[src/hdl/protobuf_nested_field_decoder_assert.svh]
// Assertion macros used by the decoder core.
`ifndef PROTOBUF_NESTED_FIELD_DECODER_ASSERT_SVH
`define PROTOBUF_NESTED_FIELD_DECODER_ASSERT_SVH

// Same-cycle implication, disabled while reset is low.
`define PNFD_ASSERT_IMPL(lbl, clk, rstn, ante, cons) \
    lbl: assert property (@(posedge clk) disable iff (!rstn) (ante) |-> (cons)) \
        else $error("assertion failed");

// Next-cycle implication, disabled while reset is low.
`define PNFD_ASSERT_NEXT(lbl, clk, rstn, ante, cons) \
    lbl: assert property (@(posedge clk) disable iff (!rstn) (ante) |=> (cons)) \
        else $error("assertion failed");

`endif

[src/hdl/pnfd_pkg.sv]
// Types, codes and constants of the nested protobuf field decoder.
package pnfd_pkg;

    localparam int MAX_SECOND_GROUPS = 3;
    localparam int PNFD_OUT_DEPTH    = 4;
    localparam logic [11:0] LEN_MAX  = 12'hFFF;

    // configuration register indexes
    localparam logic [1:0] REG_HEADER_LENGTH = 2'd0;
    localparam logic [1:0] REG_FIRST_NESTED  = 2'd1;
    localparam logic [1:0] REG_SECOND_NESTED = 2'd2;
    localparam logic [1:0] REG_SECOND_LIMIT  = 2'd3;

    localparam logic [3:0] RST_HEADER_LENGTH = 4'd10;
    localparam logic [7:0] RST_FIRST_NESTED  = 8'd9;
    localparam logic [7:0] RST_SECOND_NESTED = 8'd11;
    localparam logic [1:0] RST_SECOND_LIMIT  = 2'd2;

    // wire types
    localparam logic [2:0] WT_VARINT = 3'd0;
    localparam logic [2:0] WT_I64    = 3'd1;
    localparam logic [2:0] WT_LEN    = 3'd2;
    localparam logic [2:0] WT_I32    = 3'd5;

    // nesting groups
    localparam logic [1:0] GRP_TOP    = 2'd0;
    localparam logic [1:0] GRP_FIRST  = 2'd1;
    localparam logic [1:0] GRP_SECOND = 2'd2;

    // frame status codes
    localparam logic [1:0] ST_OK      = 2'd0;
    localparam logic [1:0] ST_TRUNC   = 2'd1;
    localparam logic [1:0] ST_OVERRUN = 2'd2;

    typedef enum logic [1:0] {
        PH_TAG,
        PH_VALUE,
        PH_LEN,
        PH_SKIP
    } phase_t;

    typedef struct packed {
        logic [3:0] header_length;
        logic [7:0] first_nested_field;
        logic [7:0] second_nested_field;
        logic [1:0] second_nested_limit;
    } cfg_t;

    typedef struct packed {
        logic [1:0]  nest_group;
        logic [1:0]  occurrence;
        logic [7:0]  field_number;
        logic [63:0] field_value;
        logic        is_frame_status;
        logic [1:0]  frame_status;
        logic        last;
    } res_t;

    typedef struct packed {
        logic field_vld;
        logic stat_vld;
        res_t field;
        res_t stat;
    } core_out_t;

    typedef struct packed {
        logic [1:0] cnt;
        res_t       a;
        res_t       b;
    } push_t;

endpackage

[src/hdl/pnfd_core.sv]
// Byte-wide protobuf tag, varint and nesting parser.
`include "protobuf_nested_field_decoder_assert.svh"

module pnfd_core import pnfd_pkg::*; (
    input  logic      aclk,
    input  logic      aresetn,
    input  cfg_t      cfg,
    input  logic      in_accept,
    input  logic [7:0] in_byte,
    input  logic      in_end,
    output core_out_t res
);

    logic [3:0]  hdr_cnt_reg, hdr_cnt_next;
    phase_t      phase_reg, phase_next;
    logic [1:0]  inside_reg, inside_next;
    logic [63:0] acc_reg, acc_next;
    logic [6:0]  shift_reg, shift_next;
    logic [7:0]  fn_reg, fn_next;
    logic [2:0]  wt_reg, wt_next;
    logic [11:0] skip_reg, skip_next;
    logic [11:0] nest_reg, nest_next;
    logic [1:0]  sg_reg, sg_next;

    // parse result before the end-of-frame clear
    logic [3:0]  pn_hdr;
    phase_t      pn_phase;
    logic [1:0]  pn_inside;
    logic [63:0] pn_acc;
    logic [6:0]  pn_shift;
    logic [7:0]  pn_fn;
    logic [2:0]  pn_wt;
    logic [11:0] pn_skip;
    logic [11:0] pn_nest;
    logic [1:0]  pn_sg;

    logic        in_hdr;
    logic        was_nested;
    logic [63:0] acc_upd;
    logic        vdone;
    logic [11:0] len_sat;
    logic [1:0]  lim;
    logic [11:0] skip_dec;
    logic [11:0] nest_dec;
    logic [1:0]  occ;
    logic [1:0]  stat_code;

    assign in_hdr     = hdr_cnt_reg < cfg.header_length;
    assign was_nested = inside_reg != GRP_TOP;
    assign acc_upd    = acc_reg | ((shift_reg < 7'd64)
                        ? ({57'd0, in_byte[6:0]} << shift_reg[5:0]) : 64'd0);
    assign vdone      = !in_byte[7] && !in_hdr && phase_reg != PH_SKIP;
    assign len_sat    = (|acc_upd[63:12]) ? LEN_MAX : acc_upd[11:0];
    assign lim        = ({2'b00, cfg.second_nested_limit} < 4'(MAX_SECOND_GROUPS))
                        ? cfg.second_nested_limit : 2'(MAX_SECOND_GROUPS);
    assign skip_dec   = (skip_reg != 12'd0) ? skip_reg - 12'd1 : skip_reg;
    assign nest_dec   = (nest_reg != 12'd0) ? nest_reg - 12'd1 : nest_reg;
    assign occ        = (inside_reg == GRP_SECOND) ? sg_reg - 2'd1 : 2'd0;

    always_comb begin
        pn_hdr    = hdr_cnt_reg;
        pn_phase  = phase_reg;
        pn_inside = inside_reg;
        pn_acc    = acc_reg;
        pn_shift  = shift_reg;
        pn_fn     = fn_reg;
        pn_wt     = wt_reg;
        pn_skip   = skip_reg;
        pn_nest   = nest_reg;
        pn_sg     = sg_reg;
        if (in_hdr) begin
            pn_hdr = hdr_cnt_reg + 4'd1;
        end else begin
            if (phase_reg == PH_SKIP) begin
                pn_skip = skip_dec;
                if (skip_dec == 12'd0) pn_phase = PH_TAG;
            end else begin
                pn_acc = acc_upd;
                if (shift_reg < 7'd70) pn_shift = shift_reg + 7'd7;
                if (!in_byte[7]) begin
                    pn_acc   = 64'd0;
                    pn_shift = 7'd0;
                    case (phase_reg)
                        PH_TAG: begin
                            pn_fn = acc_upd[10:3];
                            pn_wt = acc_upd[2:0];
                            case (acc_upd[2:0])
                                WT_VARINT: pn_phase = PH_VALUE;
                                WT_LEN:    pn_phase = PH_LEN;
                                WT_I64: begin
                                    pn_phase = PH_SKIP;
                                    pn_skip  = 12'd8;
                                end
                                WT_I32: begin
                                    pn_phase = PH_SKIP;
                                    pn_skip  = 12'd4;
                                end
                                default:   pn_phase = PH_TAG;
                            endcase
                        end
                        PH_VALUE: pn_phase = PH_TAG;
                        default: begin
                            pn_phase = PH_TAG;
                            if (!was_nested && fn_reg == cfg.first_nested_field) begin
                                if (len_sat != 12'd0) begin
                                    pn_inside = GRP_FIRST;
                                    pn_nest   = len_sat;
                                end
                            end else if (!was_nested && fn_reg == cfg.second_nested_field
                                         && sg_reg < lim) begin
                                pn_sg = sg_reg + 2'd1;
                                if (len_sat != 12'd0) begin
                                    pn_inside = GRP_SECOND;
                                    pn_nest   = len_sat;
                                end
                            end else if (len_sat != 12'd0) begin
                                pn_phase = PH_SKIP;
                                pn_skip  = len_sat;
                            end
                        end
                    endcase
                end
            end
            // body end: drop any partial varint or skip and return to top level
            if (was_nested) begin
                pn_nest = nest_dec;
                if (nest_dec == 12'd0) begin
                    pn_inside = GRP_TOP;
                    pn_phase  = PH_TAG;
                    pn_acc    = 64'd0;
                    pn_shift  = 7'd0;
                    pn_skip   = 12'd0;
                end
            end
        end
    end

    always_comb begin
        hdr_cnt_next = pn_hdr;
        phase_next   = pn_phase;
        inside_next  = pn_inside;
        acc_next     = pn_acc;
        shift_next   = pn_shift;
        fn_next      = pn_fn;
        wt_next      = pn_wt;
        skip_next    = pn_skip;
        nest_next    = pn_nest;
        sg_next      = pn_sg;
        if (in_end) begin
            hdr_cnt_next = 4'd0;
            phase_next   = PH_TAG;
            inside_next  = GRP_TOP;
            acc_next     = 64'd0;
            shift_next   = 7'd0;
            fn_next      = 8'd0;
            wt_next      = 3'd0;
            skip_next    = 12'd0;
            nest_next    = 12'd0;
            sg_next      = 2'd0;
        end
    end

    always_comb begin
        if (pn_phase == PH_SKIP || pn_inside != GRP_TOP) begin
            stat_code = ST_OVERRUN;
        end else if (pn_phase == PH_VALUE || pn_phase == PH_LEN ||
                     (pn_phase == PH_TAG && pn_shift != 7'd0)) begin
            stat_code = ST_TRUNC;
        end else begin
            stat_code = ST_OK;
        end
        res.field_vld             = in_accept && vdone && phase_reg == PH_VALUE;
        res.field.nest_group      = inside_reg;
        res.field.occurrence      = occ;
        res.field.field_number    = fn_reg;
        res.field.field_value     = acc_upd;
        res.field.is_frame_status = 1'b0;
        res.field.frame_status    = ST_OK;
        res.field.last            = !in_end;
        res.stat_vld              = in_accept && in_end;
        res.stat.nest_group       = GRP_TOP;
        res.stat.occurrence       = 2'd0;
        res.stat.field_number     = 8'd0;
        res.stat.field_value      = 64'd0;
        res.stat.is_frame_status  = 1'b1;
        res.stat.frame_status     = stat_code;
        res.stat.last             = 1'b1;
    end

    always_ff @(posedge aclk) begin
        if (!aresetn) begin
            hdr_cnt_reg <= 4'd0;
            phase_reg   <= PH_TAG;
            inside_reg  <= GRP_TOP;
            acc_reg     <= 64'd0;
            shift_reg   <= 7'd0;
            fn_reg      <= 8'd0;
            wt_reg      <= 3'd0;
            skip_reg    <= 12'd0;
            nest_reg    <= 12'd0;
            sg_reg      <= 2'd0;
        end else if (in_accept) begin
            hdr_cnt_reg <= hdr_cnt_next;
            phase_reg   <= phase_next;
            inside_reg  <= inside_next;
            acc_reg     <= acc_next;
            shift_reg   <= shift_next;
            fn_reg      <= fn_next;
            wt_reg      <= wt_next;
            skip_reg    <= skip_next;
            nest_reg    <= nest_next;
            sg_reg      <= sg_next;
        end
    end

    `PNFD_ASSERT_NEXT(a_end_clears, aclk, aresetn, in_accept && in_end,
        hdr_cnt_reg == 4'd0 && inside_reg == GRP_TOP && sg_reg == 2'd0)
    `PNFD_ASSERT_IMPL(a_body_open, aclk, aresetn, inside_reg != GRP_TOP, nest_reg != 12'd0)
    `PNFD_ASSERT_IMPL(a_skip_open, aclk, aresetn, phase_reg == PH_SKIP, skip_reg != 12'd0)
    `PNFD_ASSERT_IMPL(a_second_counted, aclk, aresetn, inside_reg == GRP_SECOND,
        sg_reg != 2'd0)

endmodule

[src/hdl/pnfd_outq.sv]
// Small result queue that parts the parser from the output channel.
module pnfd_outq import pnfd_pkg::*; #(
    parameter int DEPTH = PNFD_OUT_DEPTH
) (
    input  logic  aclk,
    input  logic  aresetn,
    input  push_t push,
    input  logic  pop,
    output res_t  head,
    output logic  head_vld,
    output logic  room
);

    localparam int PW = (DEPTH > 1) ? $clog2(DEPTH) : 1;
    localparam int CW = $clog2(DEPTH + 1);

    res_t          mem [DEPTH];
    logic [PW-1:0] wr_reg, wr_next;
    logic [PW-1:0] rd_reg, rd_next;
    logic [CW-1:0] cnt_reg, cnt_next;
    logic [PW-1:0] wr1;
    logic [PW-1:0] wr2;

    function automatic logic [PW-1:0] wrap_inc(input logic [PW-1:0] p);
        return (p == PW'(DEPTH - 1)) ? '0 : PW'(p + PW'(1));
    endfunction

    assign wr1 = wrap_inc(wr_reg);
    assign wr2 = wrap_inc(wr1);

    always_comb begin
        case (push.cnt)
            2'd1:    wr_next = wr1;
            2'd2:    wr_next = wr2;
            default: wr_next = wr_reg;
        endcase
        rd_next  = pop ? wrap_inc(rd_reg) : rd_reg;
        cnt_next = CW'(cnt_reg + CW'(push.cnt) - CW'(pop));
    end

    assign head     = mem[rd_reg];
    assign head_vld = cnt_reg != '0;
    // leave space for the two words a frame-ending byte can produce
    assign room     = cnt_reg <= CW'(DEPTH - 2);

    always_ff @(posedge aclk) begin
        if (push.cnt != 2'd0) mem[wr_reg] <= push.a;
        if (push.cnt == 2'd2) mem[wr1] <= push.b;
    end

    always_ff @(posedge aclk) begin
        if (!aresetn) begin
            wr_reg  <= '0;
            rd_reg  <= '0;
            cnt_reg <= '0;
        end else begin
            wr_reg  <= wr_next;
            rd_reg  <= rd_next;
            cnt_reg <= cnt_next;
        end
    end

endmodule

[src/hdl/protobuf_nested_field_decoder.sv]
// Protobuf varint field decoder with one level of nesting: one frame byte is taken on
// every clock cycle while s_tready is high. Each byte updates the parser state in the
// same cycle it is accepted, and its results go into a four-word output queue drained
// one word a cycle while m_tready is high; a byte that completes a varint and also ends
// the frame yields two words, a field word and a status word. The input is held off
// only while the queue holds more than DEPTH-2 words. Frame status words report OK,
// truncation or overrun, and fields from an overrun body are not withdrawn.
module protobuf_nested_field_decoder import pnfd_pkg::*; #(
    parameter int OUT_DEPTH = PNFD_OUT_DEPTH
) (
    input  logic        aclk,
    input  logic        aresetn,
    input  logic        s_tvalid,
    output logic        s_tready,
    input  logic [7:0]  s_tdata,   // data_byte
    input  logic        s_tlast,   // frame_end
    output logic        m_tvalid,
    input  logic        m_tready,
    // nest_group[1:0], occurrence[3:2], field_number[11:4], field_value[75:12],
    // frame_status[77:76], zero pad[79:78]
    output logic [79:0] m_tdata,
    output logic        m_tuser,   // is_frame_status
    output logic        m_tlast,   // last
    input  logic        cfg_we,
    input  logic [1:0]  cfg_index,
    input  logic [7:0]  cfg_data
);

    cfg_t      cfg_reg;
    core_out_t core_res;
    push_t     push;
    res_t      head;
    logic      in_accept;
    logic      room;

    assign s_tready  = room;
    assign in_accept = s_tvalid && s_tready;

    always_ff @(posedge aclk) begin
        if (!aresetn) begin
            cfg_reg.header_length       <= RST_HEADER_LENGTH;
            cfg_reg.first_nested_field  <= RST_FIRST_NESTED;
            cfg_reg.second_nested_field <= RST_SECOND_NESTED;
            cfg_reg.second_nested_limit <= RST_SECOND_LIMIT;
        end else if (cfg_we) begin
            case (cfg_index)
                REG_HEADER_LENGTH: cfg_reg.header_length       <= cfg_data[3:0];
                REG_FIRST_NESTED:  cfg_reg.first_nested_field  <= cfg_data;
                REG_SECOND_NESTED: cfg_reg.second_nested_field <= cfg_data;
                REG_SECOND_LIMIT:  cfg_reg.second_nested_limit <= cfg_data[1:0];
                default: ;
            endcase
        end
    end

    pnfd_core u_core (
        .aclk      (aclk),
        .aresetn   (aresetn),
        .cfg       (cfg_reg),
        .in_accept (in_accept),
        .in_byte   (s_tdata),
        .in_end    (s_tlast),
        .res       (core_res)
    );

    // the field word, when present, goes ahead of the status word
    assign push.cnt = {1'b0, core_res.field_vld} + {1'b0, core_res.stat_vld};
    assign push.a   = core_res.field_vld ? core_res.field : core_res.stat;
    assign push.b   = core_res.stat;

    pnfd_outq #(
        .DEPTH (OUT_DEPTH)
    ) u_outq (
        .aclk     (aclk),
        .aresetn  (aresetn),
        .push     (push),
        .pop      (m_tvalid && m_tready),
        .head     (head),
        .head_vld (m_tvalid),
        .room     (room)
    );

    assign m_tdata = {2'b00, head.frame_status, head.field_value, head.field_number,
                      head.occurrence, head.nest_group};
    assign m_tuser = head.is_frame_status;
    assign m_tlast = head.last;

endmodule
[config.mk]
export PLATFORM = sky130hd
export DESIGN_NAME = protobuf_nested_field_decoder
export DESIGN_NICKNAME = d
export VERILOG_FILES = /design/src/hdl/pnfd_pkg.sv /design/src/hdl/pnfd_core.sv /design/src/hdl/pnfd_outq.sv /design/src/hdl/protobuf_nested_field_decoder.sv
export VERILOG_INCLUDE_DIRS = /design/src /design/src/hdl
export SDC_FILE = /design/constraint.sdc
export NUM_CORES = 1
export LEC_CHECK = 0
export BUFFER_PORTS_ARGS = -buffer_cell sky130_fd_sc_hd__buf_4
export CAP_MARGIN = 40
export CORE_ASPECT_RATIO = 1.1
export CORE_MARGIN = 2
export CORE_UTILIZATION = 50
export CTS_CLUSTER_DIAMETER = 120
export DETAILED_ROUTE_END_ITERATION = 16
export HOLD_SLACK_MARGIN = 0.1
export PLACE_DENSITY = 0.67
export SLEW_MARGIN = 20
export SYNTH_ARGS = -nofsm -noshare
export SYNTH_HDL_FRONTEND = slang
export SYNTH_SLANG_ARGS = --single-unit
[constraint.sdc]
create_clock -name aclk -period 10.6 [get_ports aclk]
set_input_delay 2.12 -clock aclk [delete_from_list [all_inputs] [get_ports aclk]]
set_output_delay 2.12 -clock aclk [all_outputs]
set_load 0.01 [all_outputs]
==> metrics.md, run 1 <==
| Metric | Value |
|---|---|
| Status | `finished, final reports clean` |
| Pin count of the biggest net entering global routing | `67` |
| CTS Buf Count | `just under 50` |
| Clk_skew | `0.0132 ns` |
| YS warnings | `0` |
| CTS resizes | `0` |
| Sw frac | `between 20% and 30%` |
| DRT antenna net count | `0` |
| Period utilization | `between 50% and 60%` |
| Hold buffers post-CTS | `0` |
| Syn Inst Count | `between 2000 and 2500` |
| Core Footprint | `0.0421 mm^2` |
| Worst EP arrival | `6.07 ns` |
| Maximum vdd drop | `between 0.1 and 0.15 mV` |
| Initial antenna violation count | `0` |
| Vias per Instance | `6.41` |
| Ant. Diodes | `0` |
| H-tree Lvls | `2` |
| Synthesized area | `~0.021 mm^2` |
| Total wire length | `between 60 and 70 mm` |
| Die area | `0.0440 mm^2` |
| Initial Utilization | `between 50% and 60%` |
| First-pass GRT wire length | `about 100 mm` |
| Fraction of final layout cells sized beyond drive strength 1 | `~16%` |
| GPL Wtd Cong | `roughly 0.9` |
| Clock buffer depth | `3` |
| Critical setup path kind | `in2reg` |
| RSZ-0062 raised after global routing | `false` |
| Worst-path fanout max | `14` |
| Final setup viols | `0` |
| Pre-CTS setup slack | `around 4.4 ns` |
| DRC viols | `0` |
| # Post-CTS Setup Buffers | `0` |
| DR WL/cell | `roughly 23 um` |
| Slew @ Worst Pin | `between 0.8 and 0.9 ns` |
| Setup ws final | `4.95 ns` |
| Slew Viols, Final | `0` |
| DP HPWL | `between 40 and 50 mm` |
| Commonest cells after routing, fill and taps aside | `454 x dfxtp_1, 230 x nand2_1, 226 x a22o_1` |
| WP data required | `~11 ns` |
| Chip height | `about 220 um` |
| Max-Slew Margin vs Limit | `between 40% and 50%` |
| Number of global-route vias before repair | `approximately 18000` |
| Yosys cell types | `between 90 and 100` |
| Final cell count without fillers | `around 2800` |
| Mean Syn Cell Area | `around 9.6 um^2` |
| Buf/Inv on CP | `1` |
| Nets@finish | `~2300` |
| Seq/Total Area, Yosys | `approximately 44%` |
| CTS Sinks | `~460` |
| Congestion Overflow GR | `0` |
| MaxCap Viol Count | `0` |
| IO Pins | `approximately 110` |
| Sequential fraction of design power | `44.3%` |
| Critical-path cell list | `buf_4 -> mux2_1 -> mux4_2 -> a22o_1 -> a221o_1 -> nor4_2 -> and4_1 -> a31o_1 -> and2_1 -> a21oi_1 -> ha_1 -> or3_1 -> nor3_1` |
| Top_reg_cell synth | `dfxtp_1` |
| Combinational share of power | `roughly an eighth` |
| Leak | `0.00911 uW` |
| CP max-delay cell | `mux4_2` |
| Crit path launch type | `input pin` |
| Number of flops mapped to enable cells by yosys | `8` |
| # placed instances | `approximately 2700` |
| Critical path endpoint category | `flop` |
| Worst-skew pair later-pin latency | `~0.59 ns` |
| Area Growth Syn to Fin | `14.6%` |
| Gr usage total | `between 20% and 30%` |
| Initial DRT Pass Iterations | `5` |
| CTS tree | `yes` |
| Fmax | `between 0.15 and 0.2 GHz` |
| Yosys reg bits | `between 400 and 500` |
| Fill count | `around 3700` |
| Min Hold Slack | `roughly 0.45 ns` |
| Power per Cell Area | `~170 mW/mm^2` |
| Vias | `about 18000` |
| Final Hold Vio Count | `0` |
| DIE WIDTH | `around 200 um` |
| Root Buffer | `clkbuf_16` |
| # port buffers | `105` |
| P_sw | `approximately 1100 uW` |
| Fin crit period | `~5.7 ns` |
| Number of DRC markers in iteration 0 | `around 1600` |
| Setup Total Neg Slack | `0 ns` |
| Crit-path leading delay family | `simple AND/OR/NAND/NOR gates` |
| Highest cell delay on the worst timing path | `0.68 ns` |
| Commonest non-fill, non-tap cell in the layout | `dfxtp_1` |
| Internal power | `just over 3000 uW` |
| Hold crit path type | `reg2reg` |
| Clk network pwr share | `43.3%` |
| # rows | `79` |
| Ys async rst share | `0%` |
| Clock slew at reported path FFs | `0.06 ns` |
| Max FFs per register | `320` |
==> power groups by stage <==
stage / Sequential (uW) / Combinational, uW / Clock, uW
finish: 1840 / 516 / 1800
global route: 1850 / 553 / 1890
detailed placement: 1880 / 503 / 0
CTS: 1840 / 505 / 1820
floorplan: 1840 / 371 / 0
global placement: 1880 / 491 / 0
==> through the flow <==
stage | power, uW | area, um^2 | util [%]
floorplan | 2210 | 21200 | -
global placement | 2370 | 22300 | 53.0
detailed placement | 2380 | 22400 | 53.3
CTS | 4160 | 24100 | 57.3
global route | 4290 | 24300 | 57.7
finish | 4160 | 24300 | 57.7
==> cell type report <==
cell class	count	area (um^2)	share of cell area, %
clock buffers	73	1530	6.31
clock inverters	16	181	0.747
inverters	41	154	0.634
multi-input cells	1527	11000	45.5
flip-flops and latches	464	9380	38.6
well taps	567	709	2.92
repair buffers	157	1280	5.29
==> worst reg2reg max path, stage by stage, from the launching register on <==
cell and delay, ns:
dfxtp_1 0.73, inv_1 0.33, mux4_2 0.72, a22o_1 0.26, a221o_1 0.30, nor4_2 0.38, and4_1 0.43, a31o_1 0.26
and2_1 0.22, a21oi_1 0.10, ha_1 0.20, or3_1 0.43, nor3_1 0.23
==> per-layer routing <==
layer	track usage (%)	vias to the layer above	share of wire (%)
li1	-	8291	-
met2	48.6	760	47
met1	40.2	9091	44
met3	4.04	100	7.0
met5	0	-	0
met4	8.32	0	2.2
==> cell usage after synthesis (all sizes together) (13+ instances only) <==
| cell | count | area [um^2] |
|---|---|---|
| a22oi | 31 | 233 |
| and2 | 22 | 138 |
| o211ai | 26 | 200 |
| dfxtp | 456 | 9130 |
| nor3 | 38 | 200 |
| nand3 | 33 | 165 |
| nor4 | 24 | 184 |
| buf | 36 | 180 |
| mux4 | 82 | 1850 |
| xnor2 | 20 | 175 |
| inv | 39 | 146 |
| nor2 | 205 | 772 |
| a22o | 226 | 1980 |
| or3 | 15 | 93.8 |
| a31oi | 15 | 100 |
| nand2b | 17 | 106 |
| a32oi | 13 | 114 |
| a21o | 19 | 143 |
| nand4 | 19 | 119 |
| nand2 | 230 | 863 |
| clkbuf | 150 | 563 |
| mux2i | 32 | 320 |
| a21oi | 110 | 554 |
| ha | 25 | 313 |
| o21ai | 134 | 671 |
==> final timing paths <==
| path | startpoint | to | slack [ns] | cells past startpoint |
|---|---|---|---|---|
| hold / removal | u_outq.mem[2][8]$_SDFFE_PP0P_ | u_outq.mem[2][8]$_SDFFE_PP0P_ | 0.45 | 2 |
| setup / recovery | s_tdata[0] | u_outq.mem[2][1]$_DFFE_PP_ | 4.95 | 13 |
| setup reg to reg | u_core.shift_reg[0]$_SDFFE_PN0P_ | u_outq.mem[2][1]$_DFFE_PP_ | 5.86 | 12 |
| hold reg to reg | u_outq.mem[2][8]$_SDFFE_PP0P_ | u_outq.mem[2][8]$_SDFFE_PP0P_ | 0.45 | 2 |
==> kinds of logic after synthesis <==
logic type                 count (synthesis)  share of synthesized area [%]
muxes                                    123                           10.7
buffers and inverters                    227                           4.23
xor gates and xnor gates                  28                           1.16
adders and majority gates                 26                           1.57
DFF                                      464                           44.2
and+or+nand+nor                          666                           14.8
other                                      1                         0.0177
AOI/OAI and AO/OA                        682                           23.3
Power figures use the tool's default switching activity.
==> run 2: changes to the inputs <==
--- a/config.mk
+++ b/config.mk
@@ -14,7 +14,7 @@
 export CTS_CLUSTER_DIAMETER = 120
 export DETAILED_ROUTE_END_ITERATION = 16
 export HOLD_SLACK_MARGIN = 0.1
-export PLACE_DENSITY = 0.67
+export PLACE_DENSITY = 0.7
 export SLEW_MARGIN = 20
 export SYNTH_ARGS = -nofsm -noshare
 export SYNTH_HDL_FRONTEND = slang
==> constraint.sdc (replaced) <==
create_clock -name aclk -period 4.7 [get_ports aclk]
set_input_delay 0.94 -clock aclk [delete_from_list [all_inputs] [get_ports aclk]]
set_output_delay 0.94 -clock aclk [all_outputs]
set_load 0.01 [all_outputs]
==> run 2 against run 1 <==
Clock skew grew 0.012 ns. Sequential power grew 120%. Flip-flop and latch count is the same. Critical path depth shrank 1. Combinational power grew 130%. Wire length grew 2.7%. Design area grew 0.44%. Clock power grew 110%. Clock-buffer cell count shrank 6. Die area is the same. Register-to-register slack lost 5.5 ns. Cell count grew 1.3%. Highest routed layer unchanged.
==> metrics.md, run 2 (synthesis results as in run 1) <==
| Metric | Value |
|---|---|
| Initial Utilization | `50.3%` |
| Setup Total Neg Slack | `0 ns` |
| Worst R2R End | `u_outq.mem[0][1]$_DFFE_PP_` |
| Fin crit period | `roughly 4.4 ns` |
| Ant. Diodes | `0` |
| Core Footprint | `~0.042 mm^2` |
| # rows | `79` |
| Total wire length | `67.4 mm` |
| Worst reg-to-reg path cell count | `12` |
| Maximum vdd drop | `between 0.2 and 0.25 mV` |
| Worst Setup SP | `u_core.shift_reg[1]$_SDFFE_PN0P_` |
| Commonest cells after routing, fill and taps aside | `454 x dfxtp_1, 230 x nand2_1, 226 x a22o_1` |
| Nets@finish | `between 2000 and 2500` |
| # Post-CTS Setup Buffers | `0` |
| Setup ws final | `approximately 0.33 ns` |
| HP Start | `u_outq.mem[1][77]$_SDFFE_PP0P_` |
| Hold buffers post-CTS | `0` |
| Gr usage total | `between 20 and 30%` |
| CTS Buf Count | `47` |
| Clk_skew | `around 0.025 ns` |
| Leak | `just over 0.009 uW` |
| CTS Sinks | `about 460` |
| Critical path endpoint category | `flop` |
| Slew Viols, Final | `0` |
| Max FFs per register | `320` |
| RSZ-0062 raised after global routing | `false` |
| Pin count of the biggest net entering global routing | `between 60 and 70` |
| Fill count | `between 3000 and 4000` |
| Worst EP arrival | `roughly 4.8 ns` |
| Fmax | `approximately 0.23 GHz` |
| Worst-path fanout max | `14` |
| DR WL/cell | `roughly 23 um` |
| WP data required | `roughly 5.1 ns` |
| DP HPWL | `~45 mm` |
| First-pass GRT wire length | `slightly above 100 mm` |
| Congestion Overflow GR | `0` |
| CTS resizes | `0` |
| Fraction of final layout cells sized beyond drive strength 1 | `17.4%` |
| Worst-skew pair later-pin latency | `approximately 0.59 ns` |
| Status | `finished, final reports clean` |
| # port buffers | `between 100 and 150` |
| Area Growth Syn to Fin | `15.1%` |
| R2R Setup Slk | `approximately 0.33 ns` |
| Period utilization | `between 90 and 100%` |
| Final setup viols | `0` |
| Number of global-route vias before repair | `17700` |
| Worst r2r src | `u_core.shift_reg[1]$_SDFFE_PN0P_` |
| Multi-input gate area | `between 0.01 and 0.015 mm^2` |
| Chip height | `220 um` |
| Vias | `approximately 19000` |
| Initial DRT Pass Iterations | `6` |
| Register area | `about 0.0094 mm^2` |
| # placed instances | `around 2800` |
| Critical setup path kind | `reg2reg` |
| DRT antenna net count | `0` |
| Root Buffer | `clkbuf_16` |
| IO Pins | `~110` |
| Clock buffer depth | `3` |
| Pre-CTS setup slack | `0.0816 ns` |
| Initial antenna violation count | `0` |
| Final cell count without fillers | `between 2000 and 3000` |
| Slew @ Worst Pin | `0.886 ns` |
| H-tree Lvls | `2` |
| Power per Cell Area | `about 370 mW/mm^2` |
| Number of DRC markers in iteration 0 | `roughly 1800` |
| Clock slew at reported path FFs | `0.07 ns` |
| Vias per Instance | `~6.5` |
| DIE WIDTH | `approximately 200 um` |
| GPL Wtd Cong | `between 0.9 and 1` |
| Final Hold Vio Count | `0` |
| CTS tree | `yes` |
| Die area | `about 0.044 mm^2` |
| Hold crit path type | `reg2reg` |
| DRC viols | `0` |
| MaxCap Viol Count | `0` |
| Max-Slew Margin vs Limit | `approximately two fifths` |
| Crit path launch type | `flop` |
| Critical Path End | `u_outq.mem[0][1]$_DFFE_PP_` |
| Commonest non-fill, non-tap cell in the layout | `dfxtp_1` |
## run 2: per-layer routing
layer  part of all wire (%)  up-vias  wire, um  global-route usage, %
met5                      0        -         0                      0
met4                    2.4        0      1610                   8.89
met3                    7.8      115      5270                   5.18
met2                     45      847     30500                   46.3
met1                     45     9398     30000                   42.4
li1                       -     8365         -                      -
## run 2: how the worst min path moves through the flow
stage                                          end  slack, ns  cells after the start
floorplan           u_outq.mem[1][11]$_SDFFE_PP0P_       0.42                      2
global placement     u_outq.mem[3][9]$_SDFFE_PP0P_       0.43                      2
detailed placement  u_outq.mem[1][77]$_SDFFE_PP0P_       0.44                      2
CTS                 u_outq.mem[1][77]$_SDFFE_PP0P_       0.45                      2
global route        u_outq.mem[1][56]$_SDFFE_PP0P_       0.47                      2
finish              u_outq.mem[1][77]$_SDFFE_PP0P_       0.45                      2
## run 2: power breakdown
| group | total (uW) | leakage, uW | internal [uW] | switching, uW |
|---|---|---|---|---|
| Combinational | 1210 | 0.00470 | 451 | 762 |
| Sequential | 4140 | 0.00375 | 4030 | 115 |
| Clock | 3780 | 0.000764 | 2160 | 1610 |
## run 2: area by class of cell
cell class                      instances  area share, %
Tap cell                              567           2.91
Timing Repair Buffer                  199           6.41
Clock buffer                           67           5.67
Inverter                               41          0.631
Clock inverter                         17          0.682
Multi-Input combinational cell       1527           45.3
Sequential cell                       464           38.4
## run 2: per-stage QoR
stage               hold WS (ns)  util (%)  cell area, um^2  total power, uW
floorplan                  0.420         -            21200             4990
finish                     0.449      57.9            24400             9130
detailed placement         0.438      54.1            22800             5420
CTS                        0.452      57.8            24300             9160
global route               0.467      57.9            24400             9440
global placement           0.428      54.0            22700             5400
## run 2: critical path: stages, from the launching register on
cell and delay [ns]:
dfxtp_1 0.66, mux2_2 0.45, a32oi_1 0.37, nand2_1 0.18
a221o_1 0.39, nor4_1 0.43, and4_1 0.33, a31o_1 0.22
and2_1 0.22, a21oi_1 0.10, ha_1 0.20, or3_1 0.43
nor3_1 0.22
